==> config.mk <==
export PLATFORM = sky130hd
export DESIGN_NAME = opaque_pixel_bounding_box_top
export DESIGN_NICKNAME = d
export VERILOG_FILES = /design/src/sv/opb_pkg.sv /design/src/sv/opb_cfg.sv /design/src/sv/opb_track.sv /design/src/sv/opb_out.sv /design/src/sv/opaque_pixel_bounding_box_top.sv
export SDC_FILE = /design/constraint.sdc
export NUM_CORES = 1
export LEC_CHECK = 0
export BUFFER_PORTS_ARGS = -buffer_cell sky130_fd_sc_hd__clkbuf_2
export CAP_MARGIN = 20
export CORE_UTILIZATION = 55
export DETAILED_ROUTE_END_ITERATION = 10
export GPL_ROUTABILITY_DRIVEN = 1
export PLACE_DENSITY = 0.74
export SETUP_SLACK_MARGIN = 0.3
export SLEW_MARGIN = 20
export SYNTH_ARGS = -nofsm -noshare
export SYNTH_HDL_FRONTEND = slang
export SYNTH_SLANG_ARGS = --single-unit
==> constraint.sdc <==
create_clock -name i_clk -period 5.75 [get_ports i_clk]
set_input_delay 1.15 -clock i_clk [delete_from_list [all_inputs] [get_ports i_clk]]
set_output_delay 1.15 -clock i_clk [all_outputs]
set_load 0.01 [all_outputs]
==> src/sv/opb_pkg.sv <==
// Shared types and constants for the opaque pixel bounding box block.
package opb_pkg;

    localparam int CFG_IDX_W  = 1;
    localparam int CFG_DATA_W = 13;
    localparam int POS_W      = 12;
    localparam int SPAN_W     = 13;
    localparam int ALPHA_W    = 8;

    localparam logic [CFG_IDX_W-1:0] CFG_FRAME_WIDTH  = 1'b0;
    localparam logic [CFG_IDX_W-1:0] CFG_FRAME_HEIGHT = 1'b1;

    localparam logic [CFG_DATA_W-1:0] RESET_FRAME_WIDTH  = 13'd640;
    localparam logic [CFG_DATA_W-1:0] RESET_FRAME_HEIGHT = 13'd480;

    typedef struct packed {
        logic [POS_W-1:0]  left;
        logic [POS_W-1:0]  top;
        logic [SPAN_W-1:0] width;
        logic [SPAN_W-1:0] height;
        logic              found;
    } t_box;

endpackage

==> src/sv/opb_cfg.sv <==
// Frame size registers, stored as clamped last column and last row indexes.
module opb_cfg
    import opb_pkg::*;
#(
    parameter int MAX_DIM = 4096,
    parameter int CW      = (MAX_DIM > 2) ? $clog2(MAX_DIM) : 1
) (
    input  logic                  i_clk,
    input  logic                  i_rst_n,
    input  logic                  i_cfg_wr_en,
    input  logic [CFG_IDX_W-1:0]  i_cfg_index,
    input  logic [CFG_DATA_W-1:0] i_cfg_data,
    output logic [CW-1:0]         o_last_col,
    output logic [CW-1:0]         o_last_row
);

    // clamp a size to 1..MAX_DIM and return size - 1
    function automatic logic [CW-1:0] last_index(input logic [CFG_DATA_W-1:0] value);
        logic [31:0] v;
        v = 32'(value);
        if (v == 32'd0) begin
            v = 32'd1;
        end
        if (v > 32'(MAX_DIM)) begin
            v = 32'(MAX_DIM);
        end
        return CW'(v - 32'd1);
    endfunction

    localparam logic [CW-1:0] RESET_LAST_COL = last_index(RESET_FRAME_WIDTH);
    localparam logic [CW-1:0] RESET_LAST_ROW = last_index(RESET_FRAME_HEIGHT);

    logic [CW-1:0] r_last_col;
    logic [CW-1:0] r_last_row;

    always_ff @(posedge i_clk) begin
        if (!i_rst_n) begin
            r_last_col <= RESET_LAST_COL;
            r_last_row <= RESET_LAST_ROW;
        end else if (i_cfg_wr_en) begin
            case (i_cfg_index)
                CFG_FRAME_WIDTH:  r_last_col <= last_index(i_cfg_data);
                CFG_FRAME_HEIGHT: r_last_row <= last_index(i_cfg_data);
                default: ;
            endcase
        end
    end

    assign o_last_col = r_last_col;
    assign o_last_row = r_last_row;

endmodule

==> src/sv/opb_track.sv <==
// Input register plus the raster counters and running box extents.
module opb_track
    import opb_pkg::*;
#(
    parameter int MAX_DIM = 4096,
    parameter int CW      = (MAX_DIM > 2) ? $clog2(MAX_DIM) : 1
) (
    input  logic               i_clk,
    input  logic               i_rst_n,
    input  logic               i_in_valid,
    output logic               o_in_ready,
    input  logic [ALPHA_W-1:0] i_alpha,
    input  logic [CW-1:0]      i_last_col,
    input  logic [CW-1:0]      i_last_row,
    input  logic               i_out_free,
    output logic               o_res_valid,
    output t_box               o_res
);

    logic               r_in_valid;
    logic [ALPHA_W-1:0] r_alpha;

    logic [CW-1:0] r_col, n_col;
    logic [CW-1:0] r_row, n_row;
    logic [CW-1:0] r_min_col, n_min_col;
    logic [CW-1:0] r_max_col, n_max_col;
    logic [CW-1:0] r_min_row, n_min_row;
    logic [CW-1:0] r_max_row, n_max_row;
    logic          r_row_has, n_row_has;
    logic          r_any, n_any;

    logic adv;
    logic opaque;
    logic seen;
    logic row_end;
    logic frame_end;
    logic [CW:0] span_col;
    logic [CW:0] span_row;

    // the held item moves on whenever the result register can take a result
    assign adv        = r_in_valid && i_out_free;
    assign o_in_ready = !r_in_valid || adv;

    always_ff @(posedge i_clk) begin
        if (!i_rst_n) begin
            r_in_valid <= 1'b0;
        end else if (o_in_ready) begin
            r_in_valid <= i_in_valid;
        end
    end

    always_ff @(posedge i_clk) begin
        if (o_in_ready && i_in_valid) begin
            r_alpha <= i_alpha;
        end
    end

    assign opaque    = (r_alpha != '0);
    assign seen      = r_row_has || r_any;
    assign row_end   = (r_col >= i_last_col);
    assign frame_end = row_end && (r_row >= i_last_row);

    always_comb begin
        n_col     = r_col;
        n_row     = r_row;
        n_min_col = r_min_col;
        n_max_col = r_max_col;
        n_min_row = r_min_row;
        n_max_row = r_max_row;
        n_row_has = r_row_has;
        n_any     = r_any;

        if (opaque) begin
            if (!seen || r_col < r_min_col) begin
                n_min_col = r_col;
            end
            if (!seen || r_col > r_max_col) begin
                n_max_col = r_col;
            end
            n_row_has = 1'b1;
        end

        if (!row_end) begin
            n_col = r_col + 1'b1;
        end else begin
            if (n_row_has) begin
                if (!r_any || r_row < r_min_row) begin
                    n_min_row = r_row;
                end
                if (!r_any || r_row > r_max_row) begin
                    n_max_row = r_row;
                end
                n_any = 1'b1;
            end
            n_row_has = 1'b0;
            n_col     = '0;
            if (!frame_end) begin
                n_row = r_row + 1'b1;
            end
        end
    end

    assign span_col = {1'b0, n_max_col} - {1'b0, n_min_col} + 1'b1;
    assign span_row = {1'b0, n_max_row} - {1'b0, n_min_row} + 1'b1;

    always_comb begin
        o_res_valid = adv && frame_end;
        o_res.found = n_any;
        if (n_any) begin
            o_res.left   = POS_W'(n_min_col);
            o_res.top    = POS_W'(n_min_row);
            o_res.width  = SPAN_W'(span_col);
            o_res.height = SPAN_W'(span_row);
        end else begin
            o_res.left   = '0;
            o_res.top    = '0;
            o_res.width  = '0;
            o_res.height = '0;
        end
    end

    always_ff @(posedge i_clk) begin
        if (!i_rst_n) begin
            r_col     <= '0;
            r_row     <= '0;
            r_min_col <= '0;
            r_max_col <= '0;
            r_min_row <= '0;
            r_max_row <= '0;
            r_row_has <= 1'b0;
            r_any     <= 1'b0;
        end else if (adv) begin
            if (frame_end) begin
                // new frame: minima are reloaded by the first opaque pixel
                r_col     <= '0;
                r_row     <= '0;
                r_min_col <= '0;
                r_max_col <= '0;
                r_min_row <= '0;
                r_max_row <= '0;
                r_row_has <= 1'b0;
                r_any     <= 1'b0;
            end else begin
                r_col     <= n_col;
                r_row     <= n_row;
                r_min_col <= n_min_col;
                r_max_col <= n_max_col;
                r_min_row <= n_min_row;
                r_max_row <= n_max_row;
                r_row_has <= n_row_has;
                r_any     <= n_any;
            end
        end
    end

endmodule

==> src/sv/opb_out.sv <==
// Result register holding one box until it is taken.
module opb_out
    import opb_pkg::*;
(
    input  logic              i_clk,
    input  logic              i_rst_n,
    input  logic              i_res_valid,
    input  t_box              i_res,
    output logic              o_free,
    output logic              o_out_valid,
    input  logic              i_out_ready,
    output logic [POS_W-1:0]  o_box_left,
    output logic [POS_W-1:0]  o_box_top,
    output logic [SPAN_W-1:0] o_box_width,
    output logic [SPAN_W-1:0] o_box_height,
    output logic              o_found
);

    logic r_valid;
    t_box r_box;

    assign o_free = !r_valid || i_out_ready;

    always_ff @(posedge i_clk) begin
        if (!i_rst_n) begin
            r_valid <= 1'b0;
        end else if (o_free) begin
            r_valid <= i_res_valid;
        end
    end

    always_ff @(posedge i_clk) begin
        if (o_free && i_res_valid) begin
            r_box <= i_res;
        end
    end

    assign o_out_valid  = r_valid;
    assign o_box_left   = r_box.left;
    assign o_box_top    = r_box.top;
    assign o_box_width  = r_box.width;
    assign o_box_height = r_box.height;
    assign o_found      = r_box.found;

endmodule

==> src/sv/opaque_pixel_bounding_box_top.sv <==
// Top level of the opaque pixel bounding box block.
//
//   channel   direction  handshake                 payload
//   pixel     in         i_in_valid / o_in_ready    i_alpha
//   box       out        o_out_valid / i_out_ready  o_box_left/top/width/height, o_found
//   config    in         i_cfg_wr_en               i_cfg_index, i_cfg_data
//
// One pixel item per clock while the result register is free. Pixels are held in
// the input register; the result register takes a frame's box as its last pixel leaves.
// Synchronous active-low reset restores 640x480 and clears frame state.
// A stalled box holds the pipeline; at most one pixel and one box are in flight.
module opaque_pixel_bounding_box_top
    import opb_pkg::*;
#(
    parameter int MAX_DIM = 4096
) (
    input  logic                  i_clk,
    input  logic                  i_rst_n,
    input  logic                  i_in_valid,
    output logic                  o_in_ready,
    input  logic [ALPHA_W-1:0]    i_alpha,
    output logic                  o_out_valid,
    input  logic                  i_out_ready,
    output logic [POS_W-1:0]      o_box_left,
    output logic [POS_W-1:0]      o_box_top,
    output logic [SPAN_W-1:0]     o_box_width,
    output logic [SPAN_W-1:0]     o_box_height,
    output logic                  o_found,
    input  logic                  i_cfg_wr_en,
    input  logic [CFG_IDX_W-1:0]  i_cfg_index,
    input  logic [CFG_DATA_W-1:0] i_cfg_data
);

    localparam int CW = (MAX_DIM > 2) ? $clog2(MAX_DIM) : 1;

    logic [CW-1:0] last_col;
    logic [CW-1:0] last_row;
    logic          out_free;
    logic          res_valid;
    t_box          res;

    opb_cfg #(.MAX_DIM(MAX_DIM), .CW(CW)) u_cfg (
        .i_clk       (i_clk),
        .i_rst_n     (i_rst_n),
        .i_cfg_wr_en (i_cfg_wr_en),
        .i_cfg_index (i_cfg_index),
        .i_cfg_data  (i_cfg_data),
        .o_last_col  (last_col),
        .o_last_row  (last_row)
    );

    opb_track #(.MAX_DIM(MAX_DIM), .CW(CW)) u_track (
        .i_clk       (i_clk),
        .i_rst_n     (i_rst_n),
        .i_in_valid  (i_in_valid),
        .o_in_ready  (o_in_ready),
        .i_alpha     (i_alpha),
        .i_last_col  (last_col),
        .i_last_row  (last_row),
        .i_out_free  (out_free),
        .o_res_valid (res_valid),
        .o_res       (res)
    );

    opb_out u_out (
        .i_clk        (i_clk),
        .i_rst_n      (i_rst_n),
        .i_res_valid  (res_valid),
        .i_res        (res),
        .o_free       (out_free),
        .o_out_valid  (o_out_valid),
        .i_out_ready  (i_out_ready),
        .o_box_left   (o_box_left),
        .o_box_top    (o_box_top),
        .o_box_width  (o_box_width),
        .o_box_height (o_box_height),
        .o_found      (o_found)
    );

endmodule
**After elaboration in Yosys (flattened, before gate mapping)**

Cells that the tools add are included.

- Mux-type cells: 39
- Bitwise gates (word level): 1
- $lt $le $gt $ge: 8
- Reduce and logical (&&, ||, !) cells: 22
- Add/sub/neg operators: 8

Operator list:

| cell | number |
|---|---|
| 12-bit two-way mux | 26 |
| 32-bit two-way mux | 6 |
| 32-bit by 13-bit greater-than comparator with 1-bit output (second input constant) | 2 |
| 13-bit by 1-bit adder with 13-bit output (second input constant) | 2 |
| 12-bit by 12-bit subtractor with 13-bit output | 2 |
| 12-bit by 1-bit adder with 12-bit output (second input constant) | 2 |
| 12-bit greater-or-equal comparator | 2 |
| 12-bit greater-than comparator | 2 |
| 12-bit less-than comparator | 2 |
| 12-bit by 1-bit subtractor with 12-bit output (second input constant) | 2 |
| 13-bit zero test | 1 |
| 13-bit two-way mux | 1 |
| 8-bit nonzero test | 1 |
| 1-bit logical OR | 7 |
| 1-bit two-way mux | 6 |
| 2-bit AND reduction | 3 |
| 1-bit logical AND | 5 |
| 1-bit zero test | 4 |
| 2-bit nonzero test | 1 |
| 1-bit inverter | 1 |

- Output and inout port bits: 53
- Word-level logic and storage cells: 96
- Input bits: 27
- Flip-flop bits (word level): 159

**Longest topological paths before layout**

- Depth after elaboration: 11
- Depth in mapped cells: 21
- Depth with buffers taken out: 20

**Hierarchy**

Synthesis repeated with hierarchy kept, for this count alone.

- Cells, all modules: 1066
- Area total of the unflattened synthesis: 9970.8 um^2

By module, submodules not included:

| module | sequential area each (um^2) | area an instance (um^2) | cells an instance | times used |
|---|---|---|---|---|
| opb_track | 1741.7 | 7176.9 | 863 | 1 |
| opb_out | 1551.5 | 1589.0 | 56 | 1 |
| opb_cfg | 480.5 | 1204.9 | 147 | 1 |

**Least setup slack after synthesis**

OpenSTA, ideal clock, no wires.

- Path type: register to register
- From: reg u_track.r_row[5]
- To: reg u_out.r_box, in the netlist u_out.o_box_height[11] (data pin)
- Setup time: 266 ps
- Setup slack: 1366 ps
- Clock period less this slack: 4384 ps
- Required time: 5484 ps
- Arrival: 4118 ps
- Stages on the path, launching flop included: 18
- Buffers on the path: 1
- Path through: dfxtp_1 > ha_1 > a21o_1 > a21oi_1 > o21ai_0 > a211o_1 > o311ai_2 > clkbuf_1 > mux2_2 > ha_1 > fa_1 > a21o_1 > a21oi_1 > o211ai_1 > a31o_2 > a21oi_1 > xor2_1 > nor2_1

- Word-level cells in the longest chain between the ends: 7
- Elaborated cells between the ends (all ways): 12
- Those cells by class: add/sub (2); order compare (2); mux (6); reduce/logical (2)

RTL lines:

| what | line | text |
|---|---|---|
| start: declaration | opb_track.sv:24 | `logic [CW-1:0] r_row, n_row;` |
| start signal: assignment | opb_track.sv:145 | `r_row <= n_row;` |
| 12-bit greater-than comparator or 12-bit less-than comparator (tied branches) | opb_track.sv:90, opb_track.sv:87 |  |
| 1-bit logical OR (on tied branches) | opb_track.sv:90, opb_track.sv:87 |  |
| 12-bit two-way mux (on tied branches) | opb_track.sv:90, opb_track.sv:87 |  |
| 12-bit two-way mux | opb_track.sv:86 | `if (n_row_has) begin` |
| 12-bit two-way mux | opb_track.sv:83 | `if (!row_end) begin` |
| 12-bit by 12-bit subtractor with 13-bit output * | opb_track.sv:104 | `assign span_row = {1'b0, n_max_row} - {1'b0, n_min_row} + 1'b1;` |
| 13-bit by 1-bit adder with 13-bit output * | opb_track.sv:104 |  |
| end signal: assignment | opb_out.sv:34 | `r_box <= i_res;` |
| end: declaration | opb_out.sv:20 | `t_box r_box;` |

Every way passes the cells marked *; elsewhere a longest branch is shown, timed or not.
A chain may end at the register's enable or synchronous reset.

**Worst setup path in the final report**

- From: reg u_track.r_col[8]
- To: reg u_out.r_box, in the netlist u_out.o_box_width[11] (data pin)

- Word-level cells in the longest chain between the ends: 6
- Elaborated cells between the ends (all ways): 12
- Those cells by class: add/sub (2); order compare (3); mux (5); reduce/logical (2)

RTL lines:

| what | line | text |
|---|---|---|
| start: declaration | opb_track.sv:23 | `logic [CW-1:0] r_col, n_col;` |
| start signal: assignment | opb_track.sv:144 | `r_col <= n_col;` |
| 12-bit less-than comparator | opb_track.sv:74 | `if (!seen \|\| r_col < r_min_col) begin` |
| 1-bit logical OR | opb_track.sv:74 |  |
| 12-bit two-way mux | opb_track.sv:74 |  |
| 12-bit two-way mux | opb_track.sv:73 | `if (opaque) begin` |
| named net u_track.n_min_col[1] | opb_track.sv:25 | `logic [CW-1:0] r_min_col, n_min_col;` |
| 12-bit by 12-bit subtractor with 13-bit output | opb_track.sv:103 | `assign span_col = {1'b0, n_max_col} - {1'b0, n_min_col} + 1'b1;` |
| 13-bit by 1-bit adder with 13-bit output | opb_track.sv:103 |  |

The timed path passes the listed nets, and every way through them passes these cells.

==> metrics.md <==
| Metric | Value |
|---|---|
| Setup_tns | 0 ns |
| Synth Warn # | 0 |
| Max_cap viols | 0 |
| Startpoint Class | flop |
| Vias per cell | 5.71 |
| Most used flip-flop cell after synthesis | dfxtp_1 |
| TritonCTS clock tree | yes |
| Multi-input logic area | 5180 um2 |
| CP top delay family | compound AO/OA/AOI/OAI gates |
| Post-synth top area share | 0.211 |
| Post-route ant nets | 0 |
| Total grt overflow | 0 |
| Register area | 3770 um2 |
| Setup crit end kind | flop |
| Crit path max-delay cell type | dfxtp_1 |
| Synth top cells by count | 119 x ha_1, 100 x dfxtp_1, 92 x inv_1, 92 x nor2_1, 59 x edfxtp_1 |
| Initial antenna violation count | 0 |
| Placed Instances | 1,240 |
| Die area | 17,700 um2 |
| Max Fclk | 0.199 GHz |
| Slew @ Worst Pin | 1.06 ns |
| Fin. max-slew vios | 0 |
| Setup bufs post-CTS | 0 |
| CTS root buf | clkbuf_16 |
| EDFF count, synth | 59 |
| Post-synth cell types | 63 |
| Top area cells in the synthesized netlist | dfxtp_1 21%, edfxtp_1 19%, ha_1 16% |
| Final worst-path cycle share | 0.872 |
| Worst-Skew Late Latency | 0.43 ns |
| Via count | 7,275 |
| Multiplexer area fraction after synthesis | 0.0502 |
| CP required | 5.88 ns |
| Status | finished, final reports clean |
| Peak supply drop | 0.233 mV |
| Setup-failing EPs final | 0 |
| Drt total wl | 19,700 um |
| GR Layer Usage met2 | 0.361 |
| Worst setup path startpoint | u_track.r_col[8]$_SDFFE_PN0P_ |
| Reg clk slew, reported paths | 0.06 ns |
| Simple-gate share of the synthesized area | 0.140 |
| Layout Skew | 0.00591 ns |
| Arrival time worst endpoint | 5.15 ns |
| Final worst path period need | 5.02 ns |
| Routability Congestion | 0.838 |
| Die H | 133 um |
| CP cell instances | ha_1 > a21o_1 > a21o_1 > a2111oi_0 > o21ai_0 > a41o_1 > mux2_2 > ha_1 > inv_1 > ha_1 > inv_1 > fa_1 > nor2b_1 > o21ai_0 > a21oi_1 > o21ai_0 > a211o_1 > mux2i_1 > a31oi_1 |
| # rows | 47 |
| First-pass GRT wire length | 32,800 um |
| Hold buffers post-CTS | 0 |
| Pleak | 0.00464 uW |
| Port Buffers | 79 |
| Largest net degree at the start of global routing | 52 |
| Post-CTS resize count | 0 |
| Fillers | 1,369 |
| # IOs | 80 |
| Min-Delay Path Class | reg2reg |
| Post-synthesis sequential area ratio | 0.399 |
| Yosys reg bits | 159 |
| Vias in the first global route | 6,868 |
| Max-slew headroom | 0.289 |
| Final Net Count | 1,188 |
| Critical path class | reg2reg |
| Synth Instances | 976 |
| Clock sink count | 159 |
| Layout cells sized above 1 | 0.148 |
| Mean Syn Cell Area | 9.70 um2 |
| Synth-to-Final Area Change | 12.3% |
| Met3 GRT Util | 0.0495 |
| Leading area contributor after synthesis | dfxtp_1 |
| Dpl hpwl | 14,100 um |
| DRC | 0 |
| Delay of the slowest critical-path stage | 0.54 ns |
| Synth Area in XOR/XNOR | 0.0361 |
| Ant diodes | 0 |
| Drt first pass iters | 5 |
| Starting Density | 0.567 |
| Async SR Flop Fraction | 0 |
| Final hold vios | 0 |
| Unrepaired setup endpoints after global routing | false |
| Most common cell in the netlist | ha_1 |
| DR iter-0 viols | 356 |
| Tot GR Track Use | 0.231 |
| Peak fanout along the critical path | 14 |
| Syn Nets | 1,124 |
| Die W | 133 um |
| Finished Layout Cells | 1,273 |
| Maximum clock path buffer count | 2 |
| Worst R2R Start | u_track.r_col[8]$_SDFFE_PN0P_ |
| Pwr dens | 230 nW/um2 |
| Met1 usage | 0.316 |
| Netlist Area Pre-Place | 9470 um2 |
| Post-synthesis compound-gate area fraction | 0.159 |
| Adder-cell share of the synthesized area | 0.161 |
| Worst min-delay path startpoint | u_cfg.o_last_row[10]$_SDFFE_PN0P_ |
| CTS Buf Count | 17 |
| Largest family of logic cells by synthesized area | adder cells |
| Bufs and invs on worst path | 2 |
| Top Usage Layer GRT | met2 |
| CORE AREA | 16,700 um2 |
| H-tree depth | 4 |
| WL/cell | 15.4 um |
## kinds of logic (layout without fill, tap and decap cells)
family | after synthesis | in the layout
DFF | 159 | 159
and+or+nand+nor | 273 | 273
AOI/OAI and AO/OA | 205 | 205
xor gates and xnor gates | 39 | 39
muxes | 45 | 45
adders and majority gates | 121 | 121
buffers and inverters | 134 | 211
## tightest hold or removal path: cells and delay by family (launching register included)
kind | cells | cell delay, ns
DFF | 1 | 0.31
AOI/OAI and AO/OA | 1 | 0.07
and+or+nand+nor | 1 | 0.05
## through the flow
step | hold WS (ns) | utilization | setup slack [ns] | total power, uW | instance area (um2)
after floorplan | 0.443 | - | 1.37 | 1300 | 9470
after global placement | 0.456 | 0.600 | 0.891 | 1340 | 10000
after detailed placement | 0.475 | 0.600 | 0.773 | 1340 | 10000
after CTS | 0.483 | 0.635 | 0.755 | 2460 | 10600
after global routing | 0.517 | 0.637 | 0.304 | 2530 | 10600
final | 0.479 | 0.637 | 0.734 | 2450 | 10600
## power by group
part	switching [uW]	internal (uW)
clock network	448	678
registers	9.69	1180
logic	80.3	51.1
total	539	1910
## layer usage
| layer | vias to the layer above | part of all wire |
|---|---|---|
| li1 | 3673 | - |
| met4 | 0 | 0.021 |
| met1 | 3382 | 0.50 |
| met2 | 180 | 0.44 |
| met5 | - | 0 |
| met3 | 40 | 0.041 |
## flip-flops by register name, indices dropped and copies added, names as in the netlist
register and flops:
u_cfg.o_last_row 12, u_out.o_box_top 12, u_track.r_in_valid 1, u_track.r_max_col 12, u_track.r_row_has 1, u_track.r_alpha 8
u_out.o_box_width 13, u_track.r_any 1, u_track.r_max_row 12, u_out.o_box_left 12, u_track.r_min_col 12, u_track.r_row 12
u_out.o_found 1, u_out.o_out_valid 1, u_track.r_col 12, u_track.r_min_row 12, u_out.o_box_height 13, u_cfg.o_last_col 12
## layout by cell type, fill, tap and decap left out, types with 4 or more instances in the layout
master     instances
edfxtp_1          59
a31o_2             4
and2_1             8
mux2_2            20
a31oi_1            7
nand4_1           16
a22o_1            36
or3_1              4
xnor2_1           17
o21a_1             6
a21oi_1           33
a211oi_1           8
nand2b_1           5
dfxtp_1          100
buf_4              7
a32o_1            13
clkbuf_2          79
a21boi_0           6
and3_1            17
nor4_1            10
clkbuf_16         17
clkinv_2           6
xor2_1            22
nand3_1            9
ha_1             119
nor2_1            91
o21ai_0           31
nor2b_1           15
a21o_1            12
inv_1             91
nand2_1           58
nor3_1            24
o211ai_1          20
a211o_1            4
mux2i_1           25
## path summary, 6_finish.rpt
| kind | to | slack (ns) | cells past startpoint |
|---|---|---|---|
| worst max-delay path | u_out.o_box_width[11]$_SDFFCE_PN0P_ | 0.73 | 19 |
| worst min register to register | u_cfg.o_last_row[10]$_SDFFE_PN0P_ | 0.48 | 2 |
| worst min-delay path | u_cfg.o_last_row[10]$_SDFFE_PN0P_ | 0.48 | 2 |
| worst max register to register | u_out.o_box_width[11]$_SDFFCE_PN0P_ | 0.73 | 19 |
## layout make-up
cell class	count	share of cell area
multi-input cells	683	0.487
flip-flops and latches	159	0.355
repair buffers	87	0.0447
clock buffers	20	0.0411
inverters	92	0.0325
well taps	220	0.0259
clock inverters	12	0.0135
Note: power is estimated with default switching activity, not from simulation.
